`src/design/mla_pkg.sv`:
```
// Package for the mixture log-likelihood accumulator: widths and constants.
// No dependencies.
package mla_pkg;
   localparam int LANES     = 4;
   localparam int LIK_W     = 16;
   localparam int PROD_W    = 32;
   localparam int P_W       = 34;
   localparam int ACC_W     = 56;
   localparam int LOG_W     = 37;   // |L| Q.30 plus sign room
   localparam int LOG_ITERS = 30;
   localparam logic [27:0] LN2_Q28 = 28'hB17217F;

   typedef enum logic [1:0] {
      CSR_WEIGHT_A = 2'd0,
      CSR_WEIGHT_C = 2'd1,
      CSR_WEIGHT_G = 2'd2,
      CSR_WEIGHT_T = 2'd3
   } csr_index_type;
endpackage

```
`src/design/mla_log.sv`:
```
// Iterative log2 by repeated squaring, then scale by ln 2 and round.
// Depends on mla_pkg.
module mla_log #(
   parameter int FRAC_BITS = 16
) (
   input  logic                     clock,
   input  logic                     reset,
   input  logic                     start,
   input  logic [mla_pkg::P_W-1:0]  p,
   output logic                     done,
   output logic signed [mla_pkg::ACC_W-1:0] ln_out
);
   localparam int SHIFT = 58 - FRAC_BITS;
   localparam logic [1:0] ST_IDLE = 2'd0, ST_SQ = 2'd1, ST_MUL = 2'd2, ST_OUT = 2'd3;

   logic [1:0]  state_ff, state_in;
   logic        done_ff;
   logic [4:0]  iter_ff, iter_in;
   logic [32:0] m_ff, m_in;
   logic [29:0] frac_ff, frac_in;
   logic signed [6:0] e_ff, e_in;
   logic [mla_pkg::LOG_W-1:0] mag_ff, mag_in;
   logic        neg_ff, neg_in;
   logic [64:0] prod_ff, prod_in;
   logic signed [mla_pkg::ACC_W-1:0] res_ff, res_in;
   logic [5:0]  top;
   logic [65:0] sq;
   logic [33:0] msq;
   logic signed [mla_pkg::LOG_W:0] l;
   logic [64:0] rnd;

   always_comb begin
      top = 6'd0;
      for (int i = 0; i < mla_pkg::P_W; i++) begin
         if (p[i]) top = 6'(i);
      end
   end

   assign sq  = m_ff * m_ff;
   assign msq = sq[64:31];
   assign l = (mla_pkg::LOG_W+1)'(signed'(e_ff - 7'sd32)) * 38'sd1073741824
              + (mla_pkg::LOG_W+1)'(frac_ff);
   assign rnd = prod_ff + (65'd1 << (SHIFT - 1));

   always_comb begin
      state_in = state_ff;
      iter_in  = iter_ff;
      m_in     = m_ff;
      frac_in  = frac_ff;
      e_in     = e_ff;
      mag_in   = mag_ff;
      neg_in   = neg_ff;
      prod_in  = prod_ff;
      res_in   = res_ff;
      unique case (state_ff)
         ST_IDLE: begin
            if (start) begin
               e_in = 7'(top);
               m_in = (top <= 6'd31) ? 33'(p << (6'd31 - top)) : 33'(p >> (top - 6'd31));
               frac_in = '0;
               iter_in = '0;
               state_in = ST_SQ;
            end
         end
         ST_SQ: begin
            if (msq[33:32] != 2'b00) begin
               frac_in = {frac_ff[28:0], 1'b1};
               m_in = msq[33:1];
            end else begin
               frac_in = {frac_ff[28:0], 1'b0};
               m_in = msq[32:0];
            end
            iter_in = iter_ff + 5'd1;
            if (iter_ff == 5'(mla_pkg::LOG_ITERS - 1)) state_in = ST_MUL;
         end
         ST_MUL: begin
            neg_in = l[mla_pkg::LOG_W];
            mag_in = l[mla_pkg::LOG_W] ? mla_pkg::LOG_W'(-l) : mla_pkg::LOG_W'(l);
            state_in = ST_OUT;
            prod_in = '0;
         end
         ST_OUT: begin
            if (prod_ff == '0 && mag_ff != '0) begin
               prod_in = 65'(mag_ff) * 65'(mla_pkg::LN2_Q28);
            end else begin
               res_in = neg_ff ? -mla_pkg::ACC_W'(rnd >> SHIFT)
                               : mla_pkg::ACC_W'(rnd >> SHIFT);
               state_in = ST_IDLE;
            end
         end
         default: state_in = ST_IDLE;
      endcase
   end

   always_ff @(posedge clock) begin
      if (reset) begin
         state_ff <= ST_IDLE;
         done_ff  <= 1'b0;
      end else begin
         state_ff <= state_in;
         done_ff  <= (state_ff == ST_OUT) && (state_in == ST_IDLE);
      end
      iter_ff <= iter_in;
      m_ff    <= m_in;
      frac_ff <= frac_in;
      e_ff    <= e_in;
      mag_ff  <= mag_in;
      neg_ff  <= neg_in;
      prod_ff <= prod_in;
      res_ff  <= res_in;
   end

   assign done   = done_ff;
   assign ln_out = res_ff;
endmodule

```
`config.mk`:
```
export PLATFORM = sky130hd
export DESIGN_NAME = mla_log
export DESIGN_NICKNAME = d
export VERILOG_FILES = /design/src/design/mla_pkg.sv /design/src/design/mla_log.sv
export SDC_FILE = /design/constraint.sdc
export NUM_CORES = 2
export LEC_CHECK = 0
export CORE_MARGIN = 4
export CORE_UTILIZATION = 30
export DETAILED_ROUTE_END_ITERATION = 16
export DONT_BUFFER_PORTS = 1
export PLACE_DENSITY = 0.54
export SLEW_MARGIN = 20
export SYNTH_ARGS = -nofsm -noshare
export SYNTH_HDL_FRONTEND = slang
export SYNTH_SLANG_ARGS = --single-unit
```
`constraint.sdc`:
```
create_clock -name clock -period 10.2 [get_ports clock]
set_input_delay 1.02 -clock clock [delete_from_list [all_inputs] [get_ports clock]]
set_output_delay 1.02 -clock clock [all_outputs]
set_load 0.005 [all_outputs]
```
==> out/metrics.csv <==
stage,metric,value,unit
route,Detailed Route Iter0 Violations,2094,
yosys,share of the synthesized area in the top cell type,41.7,%
die,# rows,164,
worst_hold_path,hold path cells,1,
worst_setup_path,critical path class,reg2reg,
yosys,Avg Inst Size Synth,9.72,um2
die,Initial Util,30.2,%
clock_tree,CTS root buf,clkbuf_16,
route,Detailed Route WL,161000,um
timing,Final min period,9530,ps
worst_setup_path,max incr delay on CP,850,ps
clock_tree,Clock Tree Buf Depth,3,
worst_setup_path,Worst path top cell family by delay,adder cells,
yosys,dominant cell type by area after synthesis,fa_1,
die,area of the core,0.200,mm2
worst_setup_path,worst-path fanout max,56,
timing,Max Slew Vio Count,0,
timing,relative slew slack,33.8,%
clock_tree,worst skew pair latency,590,ps
yosys,Post-synth ARST share,0,%
timing,f_max,105,MHz
worst_setup_path,worst endpoint required time,10500,ps
worst_setup_path,crit path from,m_ff[9]$_DFFE_PP_,
global_route,grt ovf,0,
worst_setup_path,reg2reg path depth,27,
yosys,number of flops mapped to enable cells by yosys,222,
die,die boundary height,456,um
clock_tree,post-CTS resize count,0,
final_layout,"commonest non-fill, non-tap cell in the layout",inv_1,
yosys,Syn. warnings,0,
worst_setup_path,Critical-path top delay cell,edfxtp_1,
yosys,Area contributors post-synth,"fa_1 (42%), ha_1 (13%), edfxtp_1 (11%)",
final_layout,nets,8014,
route,number of routed nets with antenna violations,0,
placed_design,DP Wirelength,137000,um
yosys,"Seq/Total Area, Yosys",11.2,%
worst_hold_path,Hold Path Origin,reset,
yosys,Post-Synthesis Cells,6208,
global_route,met3 usage in global routing,1.56,%
placed_design,routability cong.,0.903,
timing,unrepaired setup endpoints after global routing,no,
timing,setup_tns,0,ps
die,die extent in x,456,um
route,Via density,4.60,
timing,final hold vios,0,
global_route,first-pass GRT wire length,257000,um
worst_setup_path,Crit path depth,27,
clock_tree,CTS tree,yes,
worst_setup_path,WP buf/inv,6,
final_layout,fillers,20700,
clock_tree,cts bufs inserted,29,
route,DRC,0,
route,Vias,40500,
yosys,Syn Std Cell Area,0.0603,mm2
timing,Final period util,93.4,%
final_layout,share of layout cells above drive strength 1,3.46,%
yosys,Synth cell types,90,
final_layout,Layout area overhead,6.80,%
worst_setup_path,CP Capture Type,flip-flop,
final_layout,most frequent cells in the layout,"inv_1 (1769), fa_1 (1256), ha_1 (616), nand2_1 (417), and2_1 (233)",
global_route,largest net degree at the start of global routing,69,
worst_hold_path,Hold Crit Class,in2reg,
worst_hold_path,hold path endpoint,state_ff[0]$_SDFF_PP0_,
worst_setup_path,Worst R2R Setup Slack,670,ps
global_route,met2 Track Usage GR,27.5,%
clock_tree,Setup Buffers After CTS,0,
global_route,grt met1 use,20.5,%
global_route,vias in the first global route,44800,
job,MaxCap Viol Count,0,
clock_tree,H-Tree Depth,1,
timing,Final setup viols,0,
worst_setup_path,worst r2r src,m_ff[9]$_DFFE_PP_,
yosys,"flops & latches, synth",225,
worst_setup_path,Arrival @ worst endpoint,9820,ps
timing,actual slew at the worst max-slew pin,993,ps
worst_setup_path,cell mode on critical path,fa_1,
yosys,Post-synth top flop,edfxtp_1,
die,IO Count,94,
route,wire per inst,18.3,um
worst_setup_path,Worst setup SP type,flip-flop,
clock_tree,# hold bufs at CTS,0,
global_route,initial antenna violation count,2,
worst_setup_path,worst r2r dst,m_ff[14]$_DFFE_PP_,
route,router iterations before antenna repair,5,
placed_design,IO Port Bufs,0,
clock_tree,"Reg clk slew, reported paths",60,ps
die,die area,0.208,mm2
global_route,GR Util All Layers,15.6,%
yosys,Syn Nets,8117,
outcome,status,"complete, no violations",
global_route,grt peak-use layer,met2,
clock_tree,clk sinks,225,
timing,Worst Clk Skew,27.7,ps
routing by layer:
| layer | vias up | wire, um |
|---|---|---|
| met4 | 4 | 4690 |
| met1 | 20600 | 70500 |
| li1 | 18800 | - |
| met5 | - | 32 |
| met2 | 857 | 79500 |
| met3 | 204 | 6280 |
cell families (layout without fill, tap and decap cells):
group	count (synthesis)	count (layout)	share of synthesized area [%]
compound gates	568	568	6.38
xor+xnor	178	178	2.65
simple gates	1195	1195	9.57
fa+ha+maj	1872	1872	54.5
mux	180	180	3.18
flops	225	225	11.2
other cells	1	3	0.00622
buf+inv	1989	1909	12.6
metrics by stage:
stage / setup WS [ps] / hold slack, ps / util [%] / cell area, um2 / std cells
2_1_floorplan: 2200 / 476 / - / 60300 / 6208
3_3_place_gp: 535 / 558 / 31.7 / 63400 / 8730
3_5_place_dp: 515 / 540 / 31.7 / 63400 / 8730
4_1_cts: 481 / 468 / 32.2 / 64400 / 8784
5_1_grt: 307 / 480 / 32.2 / 64400 / 8784
6_report: 674 / 500 / 32.2 / 64400 / 8786
worst max path at each step:
stage	endpoint	slack, ps
final	m_ff[14]$_DFFE_PP_	670
after global routing	m_ff[14]$_DFFE_PP_	310
after CTS	m_ff[14]$_DFFE_PP_	480
after detailed placement	m_ff[14]$_DFFE_PP_	510
after global placement	m_ff[14]$_DFFE_PP_	530
after floorplan	m_ff[27]$_DFFE_PP_	2200
sequential cells by signal, summed over array words and instances, names as in the netlist, 2 cells and up:
register,count
ln_out,45
iter_ff,5
frac_ff,30
mag_ff,37
e_ff,6
m_ff,33
state_ff,2
prod_ff,65
layout make-up:
class,instances,area [um2],area share (%)
Inverter,1773,6660,10.3
Multi-Input combinational cell,3994,46100,71.5
Tap cell,2656,3320,5.16
Antenna cell,2,5.00,0.00777
Clock inverter,18,220,0.342
Clock buffer,36,762,1.18
Sequential cell,225,6730,10.4
Timing Repair Buffer,82,666,1.03
Yosys cell counts (20+ instances only):
master	n
a211oi_1	20
a21o_1	74
a21oi_1	164
a31oi_1	30
and2_1	234
and3_1	37
clkbuf_1	174
edfxtp_1	222
fa_1	1256
ha_1	616
inv_1	1769
mux2i_1	160
nand2_1	418
nand3_1	48
nand4_1	42
nor2_1	232
nor2b_1	23
nor3_1	57
nor4_1	33
o211ai_1	23
o21ai_0	86
xnor2_1	92
xor2_1	84
worst reg2reg max path: stages (launching register included):
cell and delay [ps]:
edfxtp_1 850, inv_1 400, nor2_1 290, fa_1 510, fa_1 520, inv_1 50
fa_1 440, fa_1 590, inv_1 70, fa_1 550, fa_1 420, fa_1 480
inv_1 50, fa_1 470, inv_1 40, ha_1 310, a211oi_1 80, nand2_1 100
a211oi_1 70, a311oi_2 590, a21oi_2 280, a22oi_4 310, a21boi_2 120, or3_1 360
o32ai_4 300, buf_12 300, nor2_1 100, a211oi_1 600
Power is left out: the tool's default activity adds up to more than one toggle a clock period on the data nets, which glitch-free logic cannot reach.
