File: config.mk
export PLATFORM = sky130hd
export DESIGN_NAME = mla_lane
export DESIGN_NICKNAME = d
export VERILOG_FILES = /design/src/design/mla_pkg.sv /design/src/design/mla_lane.sv
export SDC_FILE = /design/constraint.sdc
export NUM_CORES = 1
export LEC_CHECK = 0
export BUFFER_PORTS_ARGS = -buffer_cell sky130_fd_sc_hd__buf_4
export CORE_MARGIN = 2
export CORE_UTILIZATION = 25
export CTS_CLUSTER_SIZE = 12
export DETAILED_ROUTE_END_ITERATION = 8
export GPL_TIMING_DRIVEN = 1
export HOLD_SLACK_MARGIN = 0.08
export PLACE_DENSITY = 0.42
export SLEW_MARGIN = 20
export SYNTH_ARGS = -nofsm -noshare
export SYNTH_HDL_FRONTEND = slang
export SYNTH_SLANG_ARGS = --single-unit
export TNS_END_PERCENT = 5
File: constraint.sdc
create_clock -name clock -period 7.57 [get_ports clock]
set_clock_uncertainty 0.15 [all_clocks]
set_input_delay 1.514 -clock clock [delete_from_list [all_inputs] [get_ports clock]]
set_output_delay 1.514 -clock clock [all_outputs]
set_load 0.1 [all_outputs]
File: src/design/mla_pkg.sv
// Package for the mixture log-likelihood accumulator: widths and constants.
// No dependencies.
package mla_pkg;
   localparam int LANES     = 4;
   localparam int LIK_W     = 16;
   localparam int PROD_W    = 32;
   localparam int P_W       = 34;
   localparam int ACC_W     = 56;
   localparam int LOG_W     = 37;   // |L| Q.30 plus sign room
   localparam int LOG_ITERS = 30;
   localparam logic [27:0] LN2_Q28 = 28'hB17217F;

   typedef enum logic [1:0] {
      CSR_WEIGHT_A = 2'd0,
      CSR_WEIGHT_C = 2'd1,
      CSR_WEIGHT_G = 2'd2,
      CSR_WEIGHT_T = 2'd3
   } csr_index_type;
endpackage

File: src/design/mla_lane.sv
// One lane: weight times likelihood, registered.
// Depends on mla_pkg.
module mla_lane (
   input  logic                       clock,
   input  logic                       load,
   input  logic [mla_pkg::LIK_W-1:0]  weight,
   input  logic [mla_pkg::LIK_W-1:0]  lik,
   output logic [mla_pkg::PROD_W-1:0] prod
);
   logic [mla_pkg::PROD_W-1:0] prod_ff;

   always_ff @(posedge clock) begin
      if (load) begin
         prod_ff <= weight * lik;
      end
   end
   assign prod = prod_ff;
endmodule

==> results of run 1 <==
[kinds of logic after synthesis]
kind of cell,synth area share [%]
DFF,9.987
AOI/OAI and AO/OA,5.956
and+or+nand+nor,17.06
buffers and inverters,10.65
adders and majority gates,53.89
xor gates and xnor gates,2.458
[worst min-delay path by stage]
stage / from / to / slack (ns) / cells past startpoint
after floorplan: load / prod[0] / 1.48 / 0
after global placement: lik[0] / prod[0] / 1.84 / 2
after detailed placement: lik[0] / prod[0] / 1.83 / 2
after CTS: lik[0] / prod[0] / 1.54 / 2
after global routing: lik[0] / prod[0] / 1.55 / 2
final: lik[0] / prod[0] / 1.53 / 2
[area by class of cell]
type | instances | area, sq um
diodes | 1 | 2.502
clock buffers | 6 | 128.9
clock inverters | 1 | 5.005
fillers | 4075 | 27040
inverters | 224 | 840.8
multi-input cells | 739 | 7636
flip-flops and latches | 32 | 960.9
well taps | 511 | 639.4
repair buffers | 67 | 503.0
[per-stage QoR]
step / instances / hold WS, ns / cell area (sq um)
finish: 1581 / 1.533 / 10720
global route: 1580 / 1.547 / 10710
CTS: 1580 / 1.536 / 10710
detailed placement: 1573 / 1.828 / 10580
global placement: 1573 / 1.836 / 10580
floorplan: 1036 / 1.477 / 9622
[placed cells by master (no fill, tap or decap), types with 2 or more instances in the layout]
cell,n
fa_1,194
nand4_1,9
a221o_1,2
a21oi_1,21
clkbuf_16,5
a31oi_1,6
nor2b_1,4
ha_1,104
and2_1,126
o21ai_1,9
nand2b_1,3
nor3_2,2
o21ai_0,8
xor2_1,8
a31o_1,2
inv_1,224
nor2_1,15
nand3_1,9
xnor2_1,19
o21a_1,2
a211oi_1,3
o21bai_1,4
nor3_1,8
edfxtp_1,32
a21o_1,10
buf_4,67
a41oi_1,2
nand2_1,151
a21o_2,2
[per-layer routing]
layer / vias up / share of wire, % / GRT usage, %
met5: - / 0 / 0
met1: 3561 / 44 / 16.89
met3: 11 / 3.3 / 1.692
li1: 3215 / - / -
met4: 0 / 0.71 / 1.493
met2: 100 / 52 / 23.38
[worst max-delay path, delay by kind of cell]
kind	cells	cell delay, ns
simple gates	4	0.78
buf+inv	5	0.37
xor+xnor	1	0.17
compound gates	2	0.65
fa+ha+maj	7	3.36
==> metrics.md, run 1 <==
| Metric | Value |
|---|---|
| Critical path's slowest cell | `fa_1` |
| Synth Flop Type | `edfxtp_1` |
| Synth cell count leaders | `inv_1, fa_1, nand2_1, and2_1, ha_1` |
| Setup CP Type | `primary input to flop` |
| Clock sink count | `32` |
| Ys async rst share | `0%` |
| All-Layer GR Usage | `roughly 13%` |
| Share of the synthesized area in the top cell type | `about 40%` |
| CP max stage delay | `around 0.55 ns` |
| Number of flip-flops in the largest register | `32` |
| Most used cell, CP | `fa_1` |
| Post-Syn Instances | `about 1000` |
| Count leader, synth | `inv_1` |
| Nets | `~1400` |
| Status | `finished clean` |
| Top cells by area, synth | `fa_1, ha_1, edfxtp_1, inv_1, and2_1` |
| Post-synth top area cell | `fa_1` |
| Critical Path AT | `around 6.9 ns` |
| Die area | `between 40000 and 50000 sq um` |
| Worst Path Required | `approximately 7.4 ns` |
| Synth Cell Area | `~9600 sq um` |
| Row count | `71` |
| Yosys warning total | `0` |
| Unique masters post-synth | `47` |
| WL per Instance | `16.03 microns` |
| CTS tree | `built` |
| Crit end category | `flop` |
| Hold buffers post-CTS | `0` |
| Die Ht | `200.2 microns` |
| Period Utilization, post-route | `roughly 90%` |
| First-pass GRT wire length | `roughly 41 mm` |
| Share of cells above drive strength 1 | `a little under 8%` |
| Setup crit start kind | `primary input` |
| Die Width | `around 200 microns` |
| Drt drc | `0` |
| Drt first pass iters | `4` |
| Antenna-violating nets left | `0` |
| MaxCap Viol Count | `0` |
| Via/cell ratio | `4.356` |
| Achievable Freq | `between 100 and 150 MHz` |
| CTS clk-pin slew, worst paths | `around 0.060 ns` |
| Total clock buffers created by CTS | `5` |
| Setup Viol. Count Final | `0` |
| DR vias | `about 6900` |
| CTS H-tree depth | `2` |
| CP startpoint | `lik[4]` |
| Post-synth net total | `between 1000 and 1500` |
| Final Wtd Congestion | `~0.8` |
| Worst Hold Class | `primary input to flop` |
| Starting Density | `between 20% and 30%` |
| Post-synth EDFFs | `32` |
| Max_slew headroom | `approximately two thirds` |
| Synth Area per Inst | `about 9.3 sq um` |
| Crit-path cells | `buf_4, and2_1, fa_1, inv_1, fa_1, fa_1, fa_1, inv_1, fa_1, inv_1, fa_1, inv_1, ha_1, nand3_1, nor2_1, o2111ai_1, a31oi_1, nor3_1, xnor2_1` |
| Setup TNS | `0 ns` |
| Global route overflow | `0` |
| Critical Path Fanout Max | `16` |
| Initial DRC Count | `approximately 320` |
| Worst-Margin Slew | `about 0.5 ns` |
| Detailed placer's ending HPWL | `~21 mm` |
| Post CTS Setup Buffer Count | `0` |
| Synth-to-Final Area Change | `11.38%` |
| Antenna violations before repair | `0` |
| Post-layout min period | `between 6 and 7 ns` |
| CORE AREA | `~38000 sq um` |
| Largest net degree at the start of global routing | `33` |
| RSZ-0062 raised after global routing | `no` |
| Synth Register Bits | `32` |
| Max Slew Vio Count | `0` |
| Port buffer count | `65` |
| CTS root buf | `clkbuf_16` |
| CTS Buffer Depth | `2` |
| CP endpoint | `prod[26]` |
| Worst Slack Setup Final | `0.5863 ns` |
| Vias in the first global route | `between 7000 and 8000` |
| Hold Vio Cnt, Final | `0` |
| WL final | `around 25 mm` |
| Setup WS pre-CTS | `just over 0.3 ns` |
| Ports | `66` |
| Seq/Total Area, Yosys | `9.987%` |
| # resized after CTS | `0` |
| Final design utilization | `between 20 and 30%` |
Power of run 1 is left out: the tool's default activity adds up to more than one toggle a clock period on the data nets, which glitch-free logic cannot reach.
==> inputs of run 2 (changes only) <==
Settings changed: PLACE_DENSITY 0.42 to not set, PLACE_DENSITY_LB_ADDON set to 0.05.
==> run 2 against run 1 <==
  * Design area increased by 0.11%
  * Critical endpoint unchanged
  * Routed wire length increased by 13%
  * Non-clock buffer count increased by 1
  * Worst hold slack improved by 0.010 ns
  * Global-route usage increased by 1.9 points
  * First-iteration DRC count decreased by 18%
  * Largest cell class unchanged
  * Clock-buffer cell count decreased by 1
  * Final cell count about the same
  * Critical path type unchanged
==> metrics.md, run 2 (synthesis gave the netlist of run 1 again) <==
| Metric | Value |
|---|---|
| Status | `finished clean` |
| Max Slew Vio Count | `0 (unchanged)` |
| CTS H-tree depth | `2 (unchanged)` |
| Drt first pass iters | `4 (unchanged)` |
| Synth-to-Final Area Change | `11.50%` |
| Critical path's slowest cell | `fa_1` |
| Hold buffers post-CTS | `0 (unchanged)` |
| First-pass GRT wire length | `45.66 mm (+11%)` |
| WL final | `28.68 mm (+13%)` |
| Ports | `66 (unchanged)` |
| CTS clk-pin slew, worst paths | `0.06 ns (about the same)` |
| Drt drc | `0 (unchanged)` |
| Crit-path cells | `buf_4, nand2_1, fa_1, fa_1, fa_1, fa_1, inv_1, fa_1, inv_1, fa_1, inv_1, ha_1, nand3_1, nor2_1, o2111ai_1, a31oi_1, nor3_1, xnor2_1` |
| Share of cells above drive strength 1 | `7.944% (+0.18 points)` |
| All-Layer GR Usage | `14.79% (+1.9 points)` |
| Critical Path Fanout Max | `16 (unchanged)` |
| Port buffer count | `65 (unchanged)` |
| Setup TNS | `0 ns (unchanged)` |
| DR vias | `6986 (+1.4%)` |
| # resized after CTS | `0 (unchanged)` |
| Setup Viol. Count Final | `0 (unchanged)` |
| Post-layout min period | `6.968 ns (-0.01537 ns)` |
| Crit end category | `flop` |
| CTS tree | `built` |
| Nets | `1402 (+0.071%)` |
| CP endpoint | `prod[26]` |
| Setup crit start kind | `primary input` |
| Detailed placer's ending HPWL | `22.82 mm (+9.3%)` |
| Vias in the first global route | `7753 (+3.1%)` |
| Post CTS Setup Buffer Count | `0 (unchanged)` |
| Largest net degree at the start of global routing | `33 (unchanged)` |
| CP max stage delay | `0.57 ns (+0.02 ns)` |
| Final Wtd Congestion | `0.7515 (-5.8%)` |
| CP startpoint | `weight[10]` |
| MaxCap Viol Count | `0 (unchanged)` |
| Antenna-violating nets left | `0 (unchanged)` |
| Number of flip-flops in the largest register | `32 (unchanged)` |
| Antenna violations before repair | `1 (+1)` |
| Hold Path Origin | `lik[0]` |
| CTS Buffer Depth | `2 (unchanged)` |
| Worst Path Required | `7.45 ns (about the same)` |
| Via/cell ratio | `4.416 (+1.4%)` |
| Achievable Freq | `143.5 MHz (+0.22%)` |
| Worst-Margin Slew | `0.5489 ns (+0.04207 ns)` |
| Row count | `71 (unchanged)` |
| RSZ-0062 raised after global routing | `no` |
| Most used cell, CP | `fa_1` |
| Worst Hold Class | `primary input to flop` |
| Clock sink count | `32 (unchanged)` |
| Commonest cells after routing, fill and taps aside | `inv_1, fa_1, nand2_1` |
| Period Utilization, post-route | `92.05% (-0.20 points)` |
| Setup CP Type | `primary input to flop` |
| Commonest non-fill, non-tap cell in the layout | `inv_1` |
| Die area | `40070 sq um (unchanged)` |
| Critical Path AT | `6.85 ns (about the same)` |
| Total clock buffers created by CTS | `5 (unchanged)` |
| CORE AREA | `37760 sq um (unchanged)` |
| Initial DRC Count | `266 (-18%)` |
| Die Ht | `200.2 microns (unchanged)` |
| Starting Density | `25.48% (unchanged)` |
| Max_slew headroom | `63.23% (-2.8 points)` |
| Global route overflow | `0 (unchanged)` |
| WL per Instance | `18.13 microns (+13%)` |
| Hold Vio Cnt, Final | `0 (unchanged)` |
| CTS root buf | `clkbuf_16` |
| Die Width | `200.2 microns (unchanged)` |
==> run 2: changes by cell type in the layout (fill, tap and decap cells not counted) <==
cell / change
buf_4: +1
clkinvlp_4: +1
clkbuf_1: -1
==> run 2: through the flow <==
step / hold WS [ns] / setup slack [ns] / area [sq um] / utilization [%] / std cells
after CTS: 1.546 / 0.6407 / 10730 / 28.41 / 1581
final: 1.543 / 0.6017 / 10730 / 28.41 / 1582
after detailed placement: 1.840 / 0.3477 / 10590 / 28.04 / 1574
after global placement: 1.844 / 0.3351 / 10590 / 28.04 / 1574
after global routing: 1.566 / 0.3842 / 10730 / 28.41 / 1581
after floorplan: 1.477 / 0.7251 / 9622 / - / 1036
==> run 2: critical path, delay by kind of cell <==
family / cells / cell delay [ns]
compound gates: 2 / 0.71
fa+ha+maj: 7 / 3.41
buf+inv: 4 / 0.41
simple gates: 4 / 0.65
xor+xnor: 1 / 0.15
==> run 2: routing by layer <==
layer / vias up / share of wire (%) / GRT usage, %
li1: 3218 / - / -
met1: 3674 / 43 / 19.02
met2: 81 / 54 / 27.52
met3: 13 / 2.3 / 1.350
met4: 0 / 0.81 / 1.679
met5: - / 0 / 0
==> run 2: layout make-up <==
type	instances	area, sq um
Clock buffer	5	125.1
Timing Repair Buffer	68	510.5
Multi-Input combinational cell	739	7636
Tap cell	511	639.4
Sequential cell	32	960.9
Fill cell	4088	27030
Antenna cell	1	2.502
Clock inverter	2	12.51
Inverter	224	840.8
==> run 2: worst min path at each step <==
stage                          to  depth (start not counted)
final                     prod[0]                          2
after global routing      prod[0]                          2
after CTS                 prod[0]                          2
after detailed placement  prod[0]                          2
after global placement    prod[0]                          2
after floorplan           prod[0]                          0
Power of run 2 is left out for the same reason.
